<file path="config.mk">
export PLATFORM = sky130hd
export DESIGN_NAME = smc_ram
export DESIGN_NICKNAME = d
export VERILOG_FILES = /design/src/design/smc_ram.sv
export SDC_FILE = /design/constraint.sdc
export NUM_CORES = 2
export LEC_CHECK = 0
export BUFFER_PORTS_ARGS = -buffer_cell sky130_fd_sc_hd__clkbuf_2
export CAP_MARGIN = 20
export CORE_ASPECT_RATIO = 0.6
export CORE_MARGIN = 4
export CORE_UTILIZATION = 50
export DETAILED_ROUTE_END_ITERATION = 7
export GPL_TIMING_DRIVEN = 0
export PLACE_DENSITY = 0.65
export SLEW_MARGIN = 20
export SYNTH_ARGS = -nofsm -noshare
export SYNTH_HDL_FRONTEND = slang
export SYNTH_SLANG_ARGS = --single-unit
</file>
<file path="constraint.sdc">
create_clock -name aclk -period 3.64 [get_ports aclk]
set_input_delay 0.182 -clock aclk [delete_from_list [all_inputs] [get_ports aclk]]
set_output_delay 0.182 -clock aclk [all_outputs]
set_load 0.05 [all_outputs]
</file>
<file path="src/design/smc_ram.sv">
// generic single port ram with registered read
// no dependencies
module smc_ram #(
    parameter int Width = 16,
    parameter int Depth = 256
) (
    input  logic                     aclk,
    input  logic                     we,
    input  logic [$clog2(Depth)-1:0] addr,
    input  logic [Width-1:0]         wdata,
    output logic [Width-1:0]         rdata
);
    logic [Width-1:0] mem [Depth];

    always_ff @(posedge aclk) begin
        if (we) begin
            mem[addr] <= wdata;
        end
        rdata <= mem[addr];
    end
endmodule

</file>
==> results.txt <==
Worst Setup SP: addr[3]
Period Utilization, post-route: 103.4%
Die Span Y: 439.8 um
Final Hold Viols: 0
clk_lat worst skew: 0.92 ns
Longest Clk Path Bufs: 4
top layer reached by signal wires: met5
Yosys top cell area share: 79.15%
GRT Residual Overflow: 0
Setup Viol. Count Final: 68
YS warnings: 0
Synth Area per Inst: 23.10 um2
top_reg_cell synth: edfxtp_1
largest vdd supply drop: 0.0004484 V
switching power: 0.02086 W
via count: 79670
worst hold path class: in -> reg
routability cong.: 1.068
DR iter-0 viols: 14360
CP dominant cell by count: clkbuf_2
post-DP HPWL: 313.8 mm
Post-Route WL: 452.5 mm
list of most frequent post-synthesis cells: edfxtp_1 (4096), mux4_2 (1024), a22oi_1 (512)
Worst slew margin: 12.47%
Critical Path RT: 4.25 ns
internal power: 0.07408 W
Site Rows: 158
CP Class: in -> reg
R2R Path Start: mem[47][2]
H-tree lvl count: 5
Placed Area: 167000 um2
RSZ-0062 raised after global routing: no
switch share: 21.97%
Slew @ Worst Pin: 1.313 ns
Cells after Synth: 6727
initial core utilization: 50.26%
PD cells: 530.4 nW/um2
total negative setup slack: -2.918 ns
failing checks: design-rule violations, negative setup slack
fin nets: 7525
cell count after placement: 11290
vias in the first global route: 76070
layout cells sized above 1: 31.88%
Worst path max stage delay: 0.68 ns
pin count of the biggest net entering global routing: 113
clk_skew: 0.05078 ns
Yosys reg bits: 4112
GRT Total Usage: 28.31%
Distinct cells, synth: 22
CTS clk-pin slew, worst paths: 0.07 ns
drt drc: 2
Seq/Total Area, Yosys: 79.36%
Worst Hold Launch: addr[6]
Antenna Violating Nets Remaining: 0
Tot Pwr: 0.09493 W
area delta synth->final: 15.17%
crit path time final: 3.763 ns
Worst EP arrival: 4.38 ns
maximum operating frequency: 0.2658 GHz
Post-Route M1 WL: 175.3 mm
post-placement worst setup slack: -1.896 ns
Port Buffer Count: 37
Via density: 6.667
MaxCap Viol Count: 0
Max FO, Critical Path: 10
top-count cell post-synth: edfxtp_1
design area: 179000 um2
Setup crit end kind: register
1st-pass router iterations: 8
CTS tree: built
first-pass GRT wire length: 623.0 mm
CTS sink count: 4112
fin. max-slew vios: 0
WL per Instance: 37.87 um
Layout Cells excl Fill: 11950
met2 WL: 181.4 mm
Post-synth EDFFs: 4096
Final WS setup: -0.1228 ns
slowest cell on the critical path: clkbuf_4
num ports: 42
Root Buffer Master: clkbuf_16
initial antenna violation count: 30
crit start category: primary input
Mapped Nets: 6753
total die area: 320100 um2
Clock Power Share: 39.3%
Yosys top cell by area: edfxtp_1
status: finished with violations
met3 wire len: 81.08 mm
ys async rst share: 0%
leakage: 54.83 nW
CP Cell Sequence: clkbuf_2 -> nor2_4 -> clkbuf_2 -> buf_12 -> buf_1 -> nand2_1 -> clkbuf_4 -> nor2_2 -> buf_6
die width: 727.7 um
Comb pwr share: 5.7%
TritonCTS Buffers: 355
Placeable Area: 309200 um2
Synth area leaders: edfxtp_1 (79%), mux4_2 (15%), a22oi_1 (2.5%)
Sequential Power Share: 55.0%
cell area after synthesis: 155400 um2
[layout make-up]
type	count	area, um2
Inverter	1	3.754
Tap cell	4160	5205
Sequential cell	4112	123300
Antenna cell	17	42.54
Clock buffer	406	9181
Clock inverter	226	1926
Multi-Input combinational cell	2194	31760
Fill cell	21860	130200
Buffer	417	2117
Timing Repair Buffer	418	5424
[power groups by stage]
stage / clock network [W] / registers [W] / logic (W)
2_1_floorplan: 0 / 0.0533 / 0.00224
3_3_place_gp: 0 / 0.0535 / 0.00481
3_5_place_dp: 0 / 0.0532 / 0.00521
4_1_cts: 0.0375 / 0.0522 / 0.00527
5_1_grt: 0.0396 / 0.0522 / 0.00559
6_report: 0.0373 / 0.0522 / 0.00543
[state kept, by name, summed over array words and instances (netlist names)]
register	count
mem	4096
rdata	16
[final timing paths]
check / slack, ns / end / cells after the start
setup / recovery: -0.12 / mem[65][2] / 9
hold / removal: 0.18 / mem[5][2] / 4
setup reg to reg: 0.21 / rdata[2] / 5
hold reg to reg: 1.01 / rdata[1] / 5
[what timing repair did]
action                                   CTS  global route
resized for setup                         85            47
pin swaps                                  1             0
hold buffers                              16             0
buffers inserted                           1             0
endpoints found under the setup margin  2221           227
endpoints found under the hold margin   1002             0
cloned                                     0             0
[metal layers]
layer / global-route usage, % / up-vias
met2: 36.38 / 5948
met5: 1.457 / -
met3: 13.87 / 714
met4: 7.992 / 12
met1: 42.45 / 42400
li1: - / 30600
[metrics by stage]
stage	hold WS, ns	utilization, %
after floorplan	0.2809	-
after global placement	0.6798	52.00
after detailed placement	0.6438	54.01
after CTS	0.09818	57.79
after global routing	0.1584	57.87
final	0.1751	57.89
[critical path: cells and delay by family]
kind / cells / cell delay [ns]
buffers and inverters: 6 / 2.48
and+or+nand+nor: 3 / 1.65
[cells in the final DEF, fill, tap and decap left out, types with 9 or more instances in the layout]
cell type	instances
buf_2	94
o41ai_4	16
nand2_1	24
clkinv_1	94
buf_1	37
clkbuf_4	12
a22oi_2	16
nand4_1	16
clkbuf_1	230
a21oi_1	231
bufinv_16	30
buf_16	45
clkbuf_16	360
o41ai_1	9
dfxtp_1	16
clkbuf_2	69
clkinvlp_4	9
nor2_4	14
mux4_2	1024
buf_4	72
edfxtp_1	4096
buf_12	14
clkbuf_8	19
a22oi_1	496
clkinv_2	73
buf_6	198
nor2_2	213
nor3_2	30
diode_2	17
a21oi_2	25
buf_8	67
o41ai_2	39
dlygate4sd3_1	16
[cell families after synthesis]
kind of cell	after synthesis	synth area share [%]
flops	4112	79.36
simple gates	338	0.9074
mux	1024	14.84
buf+inv	421	1.238
compound gates	832	3.659
(Power assumes the default switching activity.)
