File: config.mk
export PLATFORM = sky130hd
export DESIGN_NAME = smc_alu
export DESIGN_NICKNAME = d
export VERILOG_FILES = /design/src/design/smc_pkg.sv /design/src/design/smc_alu.sv
export SDC_FILE = /design/constraint.sdc
export NUM_CORES = 1
export LEC_CHECK = 0
export BUFFER_PORTS_ARGS = -buffer_cell sky130_fd_sc_hd__buf_4
export CAP_MARGIN = 20
export CORE_MARGIN = 10
export CORE_UTILIZATION = 45
export CTS_BUF_LIST = sky130_fd_sc_hd__clkbuf_8
export DETAILED_ROUTE_END_ITERATION = 7
export PLACE_DENSITY = 0.59
export RECOVER_POWER = 100
export SETUP_SLACK_MARGIN = 0.15
export SYNTH_ARGS = -nofsm -noshare
export SYNTH_HDL_FRONTEND = slang
export SYNTH_SLANG_ARGS = --single-unit
export TNS_END_PERCENT = 100
File: constraint.sdc
create_clock -name aclk -period 7.95 [get_ports aclk]
set_clock_uncertainty 0.15 [all_clocks]
set_input_delay 0.795 -clock aclk [delete_from_list [all_inputs] [get_ports aclk]]
set_output_delay 0.795 -clock aclk [all_outputs]
set_load 0.005 [all_outputs]
File: src/design/smc_pkg.sv
// package for the stack machine core
// types, opcodes and sequencer states shared by the core and the alu
package smc_pkg;
    localparam int MemWordsDefault = 65536;
    localparam int WordW = 16;

    typedef enum logic [1:0] {
        OPER_WRITE = 2'd0,
        OPER_READ  = 2'd1,
        OPER_STEP  = 2'd2,
        OPER_NONE  = 2'd3
    } oper_t;

    typedef enum logic [4:0] {
        OP_HALT = 5'd0, OP_NOP = 5'd1, OP_ADD = 5'd2, OP_SUB = 5'd3,
        OP_MULT = 5'd4, OP_DIV = 5'd5, OP_CALL = 5'd6, OP_RET = 5'd7,
        OP_JMP = 5'd8, OP_JEQ = 5'd9, OP_PRINTI = 5'd10, OP_PRINTS = 5'd11,
        OP_PUSHC = 5'd12, OP_PUSHA = 5'd13, OP_PUSHR = 5'd14,
        OP_POPA = 5'd15, OP_POPR = 5'd16
    } opcode_t;

    typedef enum logic [1:0] {
        ALU_ADD = 2'd0, ALU_SUB = 2'd1, ALU_MUL = 2'd2, ALU_DIV = 2'd3
    } alu_op_t;

    typedef enum logic [4:0] {
        ST_CLEAR, ST_IDLE, ST_RD, ST_FETCH, ST_DEC, ST_OPND, ST_OPND2,
        ST_V1, ST_V2, ST_ALU, ST_ALU_WAIT, ST_WB, ST_CALL1, ST_CALL2,
        ST_RET1, ST_RET2, ST_RET3, ST_RET4, ST_PUSHX, ST_POP1, ST_POP2,
        ST_TOS, ST_TOS2, ST_OUT
    } state_t;
endpackage

File: src/design/smc_alu.sv
// shared multi-cycle arithmetic unit: add, sub, multiply, restoring divide
// depends on smc_pkg
module smc_alu (
    input  logic                   aclk,
    input  logic                   aresetn,
    input  logic                   start,
    input  smc_pkg::alu_op_t       op,
    input  logic [15:0]            a,
    input  logic [15:0]            b,
    output logic                   done,
    output logic [15:0]            result
);
    import smc_pkg::*;

    logic        busy_reg, busy_next;
    logic [4:0]  cnt_reg, cnt_next;
    logic [15:0] quo_reg, quo_next;
    logic [16:0] rem_reg, rem_next;
    logic [15:0] div_reg, div_next;
    logic        neg_reg, neg_next;
    logic [15:0] res_reg, res_next;
    logic        done_reg, done_next;
    logic [15:0] abs_a, abs_b;
    logic [16:0] trial;
    logic [31:0] prod;

    assign abs_a = a[15] ? 16'(-a) : a;
    assign abs_b = b[15] ? 16'(-b) : b;
    assign trial = {rem_reg[15:0], quo_reg[15]};
    assign prod  = a * b;

    always_ff @(posedge aclk) begin
        if (!aresetn) begin
            busy_reg <= 1'b0;
            done_reg <= 1'b0;
        end else begin
            busy_reg <= busy_next;
            done_reg <= done_next;
        end
        cnt_reg <= cnt_next;
        quo_reg <= quo_next;
        rem_reg <= rem_next;
        div_reg <= div_next;
        neg_reg <= neg_next;
        res_reg <= res_next;
    end

    always_comb begin
        busy_next = busy_reg;
        done_next = 1'b0;
        cnt_next  = cnt_reg;
        quo_next  = quo_reg;
        rem_next  = rem_reg;
        div_next  = div_reg;
        neg_next  = neg_reg;
        res_next  = res_reg;
        if (start) begin
            case (op)
                ALU_ADD: begin
                    res_next  = a + b;
                    done_next = 1'b1;
                end
                ALU_SUB: begin
                    res_next  = a - b;
                    done_next = 1'b1;
                end
                ALU_MUL: begin
                    res_next  = prod[15:0];
                    done_next = 1'b1;
                end
                default: begin
                    // a dividend, b divisor
                    busy_next = 1'b1;
                    cnt_next  = 5'd16;
                    quo_next  = abs_a;
                    rem_next  = '0;
                    div_next  = abs_b;
                    neg_next  = a[15] ^ b[15];
                end
            endcase
        end else if (busy_reg) begin
            if (trial >= {1'b0, div_reg}) begin
                rem_next = trial - {1'b0, div_reg};
                quo_next = {quo_reg[14:0], 1'b1};
            end else begin
                rem_next = trial;
                quo_next = {quo_reg[14:0], 1'b0};
            end
            cnt_next = cnt_reg - 5'd1;
            if (cnt_reg == 5'd1) begin
                busy_next = 1'b0;
                done_next = 1'b1;
                res_next  = neg_reg ? 16'(-quo_next) : quo_next;
            end
        end
    end

    assign done   = done_reg;
    assign result = res_reg;
endmodule
==> impl_results.md, run 1 <==
- Status: finished, violations left
- Failing checks: capacitance limit, slew limit
- CTS tree: yes
- Max-cap violations: 2
- Worst vdd ir: 0.138 mV
- Post-Synthesis Cells: 1,111
- Full die area: 0.0278 sq mm
- Fin area: 0.0104 sq mm
- Layout area overhead: 7.43%
- Initial antenna violation count: 0
- R2R setup slack: 2.58 ns
- Clock Tree Root: clkbuf_8
- Total Routed Length: 26,600 microns
- Cell count after placement: 1,391
- Synth cell types: 72
- Die boundary width: 167 microns
- Via-to-Cell Ratio: 5.50
- Worst Hold Class: reg -> reg
- Row count: 53
- Vias: 7,728
- Tmin final: 6.63 ns
- Final hold viol count: 0
- CP arrival: 6.57 ns
- Residual DRC count: 0
- RSZ-0062 raised after global routing: no
- Number of global-route vias before repair: 8,061
- Worst-margin pin slew: 3.21 ns
- Clk_lat worst skew: 0.36 ns
- Die Y: 167 microns
- Post-Place Worst Slack: 1.53 ns
- H-Tree Depth: 3
- Number of synthesis warnings: 0
- Number of synthesized flops with an enable pin: 70
- Slack of the critical path: 1.32 ns
- Final setup fails: 0
- Worst-path clk slew: 0.08 ns
- Layout cell share with drive strength beyond 1: 6.45%
- Leakage power: 4.63 nW
- Largest net degree at the start of global routing: 74
- Power density over cell area: 252 mW/mm^2
- Post-DRT Antenna Nets: 0
- Iter 0 DRT Violations: 469
- Wirelength per Cell: 18.9 microns
- Synth Register Bits: 72
- Slew Viols, Final: 106
- Post-DP HPWL: 20,600 microns
- # hold bufs at CTS: 0
- Nets: 1,332
- Critical Path Start Type: primary input
- Top Ports: 54
- Routability cong.: 0.916
- Final core occ: 49.4%
- Setup crit end kind: flip-flop
- Clock Sinks: 72
- I/O Buffers: 53
- Sum of negative setup slack: 0 ns
- Mean Syn Cell Area: 8.73 sq um
- Initial Utilization: 46.0%
- Placed cell area: 0.0103 sq mm
- Synthesized area: 0.00970 sq mm
- CP required: 7.89 ns
- WS Path Type: in -> reg
- First-pass GRT wire length: 43,400 microns
- Ys async rst share: 0%
- Post-synthesis net count: 1,316
- Period utilization: 83.4%
- DRT Pass-1 Iters: 5
- Clock buffer count from CTS: 9
- Critical path peak fanout: 18
- Synth Flop Type: edfxtp_1
- Register area share after synthesis: 22.1%
- Antenna diodes: 0
- Layout Cells excl Fill: 1,406
- Cells resized by post-CTS repair: 0
- GRT Util Overall: 19.2%
- Total grt overflow: 0
- Setup bufs post-CTS: 0
- Top achievable clock speed: 151 MHz
- Core Area: 0.0211 sq mm
- Slew margin rel.: -114%
- CTS Buffer Depth: 2
==> synthesized netlist by cell type (all sizes together) (5+ instances only) <==
master / number / area share, %
o21a: 7 / 0.54
nor2b: 12 / 0.77
or3: 14 / 0.90
and2: 72 / 4.6
nor2: 62 / 2.5
nor3: 29 / 1.5
a211oi: 7 / 0.54
xor2: 37 / 3.3
a31oi: 8 / 0.52
clkbuf: 43 / 1.7
o31ai: 13 / 1.1
a21o: 15 / 1.2
buf: 9 / 0.39
inv: 143 / 5.5
fa: 82 / 17
a21oi: 52 / 2.7
and3: 6 / 0.40
ha: 86 / 11
nand3: 16 / 0.83
o21ai: 31 / 1.6
nand3b: 5 / 0.39
xnor2: 67 / 6.1
mux2i: 6 / 0.62
nand2: 135 / 5.2
nand2b: 10 / 0.64
o211ai: 6 / 0.46
or2: 7 / 0.45
edfxtp: 70 / 22
o311ai: 6 / 0.54
==> final timing paths <==
kind               from    endpoint  cells past startpoint
max                a[0]  result[15]                     19
min            busy_reg    busy_reg                      2
max reg2reg  rem_reg[8]  result[14]                     14
min reg2reg    busy_reg    busy_reg                      2
==> cell type report <==
type | instances | area (sq um)
clock buffers | 9 | 124
clock inverters | 6 | 85.1
fillers | 2079 | 10700
inverters | 145 | 544
multi-input cells | 842 | 6800
flip-flops and latches | 72 | 2140
well taps | 275 | 344
repair buffers | 57 | 383
==> worst max-delay path, stage by stage <==
cell and delay [ns]:
clkbuf_1 0.77, nand2_1 0.22, fa_1 0.57, fa_1 0.55
inv_1 0.04, ha_1 0.19, fa_1 0.48, ha_1 0.29
inv_1 0.05, fa_1 0.53, inv_1 0.04, ha_1 0.34
nand2_1 0.08, o21ai_0 0.18, o311ai_0 0.60, a31oi_1 0.21
xnor2_1 0.20, a32oi_1 0.27, o221ai_1 0.15
==> per-layer routing <==
layer,vias to the layer above,track usage [%],wire length [microns]
li1,3730,-,-
met1,3780,25.4,12100
met2,189,32.2,12900
met3,29,2.07,1110
met4,0,5.42,534
met5,-,0,0
==> stage by stage <==
| step | hold WS (ns) | total power, mW |
|---|---|---|
| after floorplan | 0.352 | 1.86 |
| after global placement | 0.384 | 2.31 |
| after detailed placement | 0.416 | 2.32 |
| after CTS | 0.435 | 2.65 |
| after global routing | 0.473 | 2.90 |
| final | 0.426 | 2.62 |
==> cells by family (layout without fill, tap and decap cells) <==
family	count (synthesis)	after routing	share of synthesized area, %
xor+xnor	105	105	9.70
mux	7	7	0.735
compound gates	176	176	12.1
buf+inv	197	217	7.66
flops	72	72	22.1
simple gates	386	386	19.7
fa+ha+maj	168	168	28.0
==> power breakdown <==
| part | leakage (nW) | switching (mW) | internal, mW |
|---|---|---|---|
| combinational | 3.85 | 1.02 | 0.799 |
| clock | 0.103 | 0.148 | 0.174 |
| sequential | 0.670 | 0.0190 | 0.463 |
| total | 4.63 | 1.19 | 1.44 |
==> cell usage in the layout (no fill, tap or decap), types with 4 or more instances in the layout <==
master	n
clkbuf_4	12
o21ai_0	24
clkbuf_1	12
nand3b_1	5
a21o_1	15
xnor2_1	66
edfxtp_1	70
a211oi_1	7
mux2i_1	6
o211ai_1	6
inv_1	143
nor2_1	61
nand4_1	4
o311ai_0	4
buf_4	33
nand2b_1	10
nor2b_1	12
or2_2	4
fa_1	82
o21a_1	7
clkbuf_8	9
nand2_1	135
o21ai_1	7
and3_1	5
a31oi_1	8
and2_1	71
xor2_1	37
o31ai_1	13
nand3_1	16
ha_1	86
or3_1	14
a21oi_1	51
nor3_1	29
(Power assumes the default switching activity.)
==> run 2, diff against run 1 <==
PLACE_DENSITY = 0.61   (was 0.59)
clock period = 5.4 ns   (was 7.95 ns; I/O delays follow)
==> run 2 against run 1 <==
Net effect:
- the flow still finishes with violations (capacitance limit, slew limit)
- sequential share of layout area decreased by 1.8 points
- via count increased by 4.0%
- sequential power increased by 47%
- first-iteration DRC count increased by 15%
- flip-flop and latch count unchanged
- combinational power increased by 96%
- clock power increased by 15%
- critical path type unchanged
- largest power group unchanged
==> impl_results.md, run 2 (synthesis results as in run 1) <==
- Worst-path clk slew: 0.08 ns (about the same)
- Leakage power: 5.09 nW (+10%)
- H-Tree Depth: 3 (unchanged)
- Tot Pwr: 4.65 mW (+77%)
- Slowest stage cell, crit path: fa_1
- Final core occ: 54.1% (+4.7 points)
- Period utilization: 97.7%
- Residual DRC count: 0 (unchanged)
- Antenna diodes: 0 (unchanged)
- RSZ-0062 raised after global routing: yes
- CP required: 5.33 ns (-2.56 ns)
- CP arrival: 5.21 ns (-1.36 ns)
- Crit path cell chain: buf_8 -> and2_4 -> fa_1 -> inv_1 -> fa_1 -> fa_2 -> fa_1 -> inv_2 -> fa_1 -> inv_1 -> fa_1 -> inv_2 -> ha_4 -> and3_4 -> a21oi_2 -> buf_4 -> a31oi_2 -> xnor2_1 -> a32oi_1 -> o221ai_1
- Hold_ws: 0.236 ns (-0.190 ns)
- Fillers: 1,997 (-3.9%)
- Die boundary width: 167 microns (unchanged)
- Nets: 1,418 (+6.5%)
- # hold bufs at CTS: 0 (unchanged)
- Worst Hold Class: in -> reg
- Commonest cells after routing, fill and taps aside: inv_1, nand2_1, buf_4
- Initial antenna violation count: 0 (unchanged)
- Total Routed Length: 26,800 microns (+0.83%)
- Critical path peak fanout: 8 (-10)
- Top achievable clock speed: 190 MHz
- I/O Buffers: 53 (unchanged)
- Iter 0 DRT Violations: 540 (+15%)
- Tmin final: 5.28 ns
- Top Ports: 54 (unchanged)
- Routability cong.: 0.926 (+1.1%)
- Most common cell after layout, fill and taps aside: inv_1
- Clock Tree Root: clkbuf_8
- GRT Util Overall: 19.0% (-0.15 points)
- Via-to-Cell Ratio: 5.38 (-2.0%)
- Clock Sinks: 72 (unchanged)
- Final setup fails: 0 (unchanged)
- Most used cell, CP: fa_1
- Final hold viol count: 0 (unchanged)
- Setup crit end kind: flip-flop
- Post-DP HPWL: 21,900 microns (+6.5%)
- Vias: 8,038 (+4.0%)
- Worst-margin pin slew: 1.61 ns (-1.60 ns)
- Max-cap violations: 1 (-1)
- Wirelength per Cell: 18.0 microns (-5.0%)
- Row count: 53 (unchanged)
- CP peak stage delay: 0.52 ns (-0.25 ns)
- Number of global-route vias before repair: 8,012 (-0.61%)
- Largest net degree at the start of global routing: 75 (+1.4%)
- Layout area overhead: 17.5%
- Sum of negative setup slack: 0 ns (unchanged)
- Initial Utilization: 46.0% (unchanged)
- Core Area: 0.0211 sq mm (unchanged)
- Failing checks: capacitance limit, slew limit
- CTS tree: yes
- WS Path Type: in -> reg
- First-pass GRT wire length: 43,200 microns (-0.37%)
- Power density over cell area: 408 mW/mm^2 (+62%)
- DRT Pass-1 Iters: 4 (-1)
- Total grt overflow: 0 (unchanged)
- Full die area: 0.0278 sq mm (unchanged)
- Clk_lat worst skew: 0.36 ns (about the same)
- Die Y: 167 microns (unchanged)
- Status: finished, violations left
- CTS Buffer Depth: 2 (unchanged)
- Critical Path Start Type: primary input
- Worst vdd ir: 0.365 mV (+160%)
- Slew margin rel.: -7.33% (+110 points)
- Post-DRT Antenna Nets: 0 (unchanged)
- Clock buffer count from CTS: 9 (unchanged)
- Layout cell share with drive strength beyond 1: 17.7% (+11 points)
- Slew Viols, Final: 27 (-75%)
[run 2: metal layers]
| metal | wire length [microns] | GRT usage, % |
|---|---|---|
| met5 | 0 | 0 |
| met4 | 653 | 5.84 |
| met3 | 1210 | 2.21 |
| met2 | 12900 | 31.7 |
| met1 | 12100 | 25.2 |
[run 2: stage by stage]
stage                     cells  setup slack (ns)  area, sq um
after floorplan            1111           -0.0621         9950
after CTS                  1491             0.109        11400
after detailed placement   1474            -0.371        11100
after global placement     1474            -0.313        11100
after global routing       1493           -0.0405        11400
final                      1493             0.124        11400
[run 2: where the power goes]
part           leakage, nW  switching (mW)  internal, mW
logic                 4.33            1.75          1.82
clock network       0.0902           0.211         0.159
registers            0.670          0.0273         0.681
[run 2: final cells by class]
type | count | area, sq um | share of cell area (%)
inverters | 145 | 544 | 4.77
repair buffers | 143 | 1140 | 9.97
flip-flops and latches | 72 | 2140 | 18.8
clock inverters | 7 | 32.5 | 0.285
multi-input cells | 842 | 7080 | 62.1
well taps | 275 | 344 | 3.02
clock buffers | 9 | 124 | 1.09
[run 2: path summary, 6_finish.rpt]
check	start	end	slack [ns]	depth (start not counted)
min	aresetn	done	0.24	2
max reg2reg	rem_reg[8]	result[14]	0.77	14
max	b[4]	result[15]	0.12	20
min reg2reg	busy_reg	busy_reg	0.40	2
[run 2: critical path, delay by kind of cell]
family | cells | cell delay [ns]
adder cells (fa/ha/maj) | 7 | 3.29
AO/OA/AOI/OAI | 4 | 0.51
buffers and inverters | 6 | 0.43
AND/OR/NAND/NOR | 2 | 0.33
XOR/XNOR | 1 | 0.10
[run 2: repair_timing]
item                                    CTS  global route
buffers inserted                          1             2
endpoints found under the setup margin    5             7
pin swaps                                34            26
resized for setup                        29            22
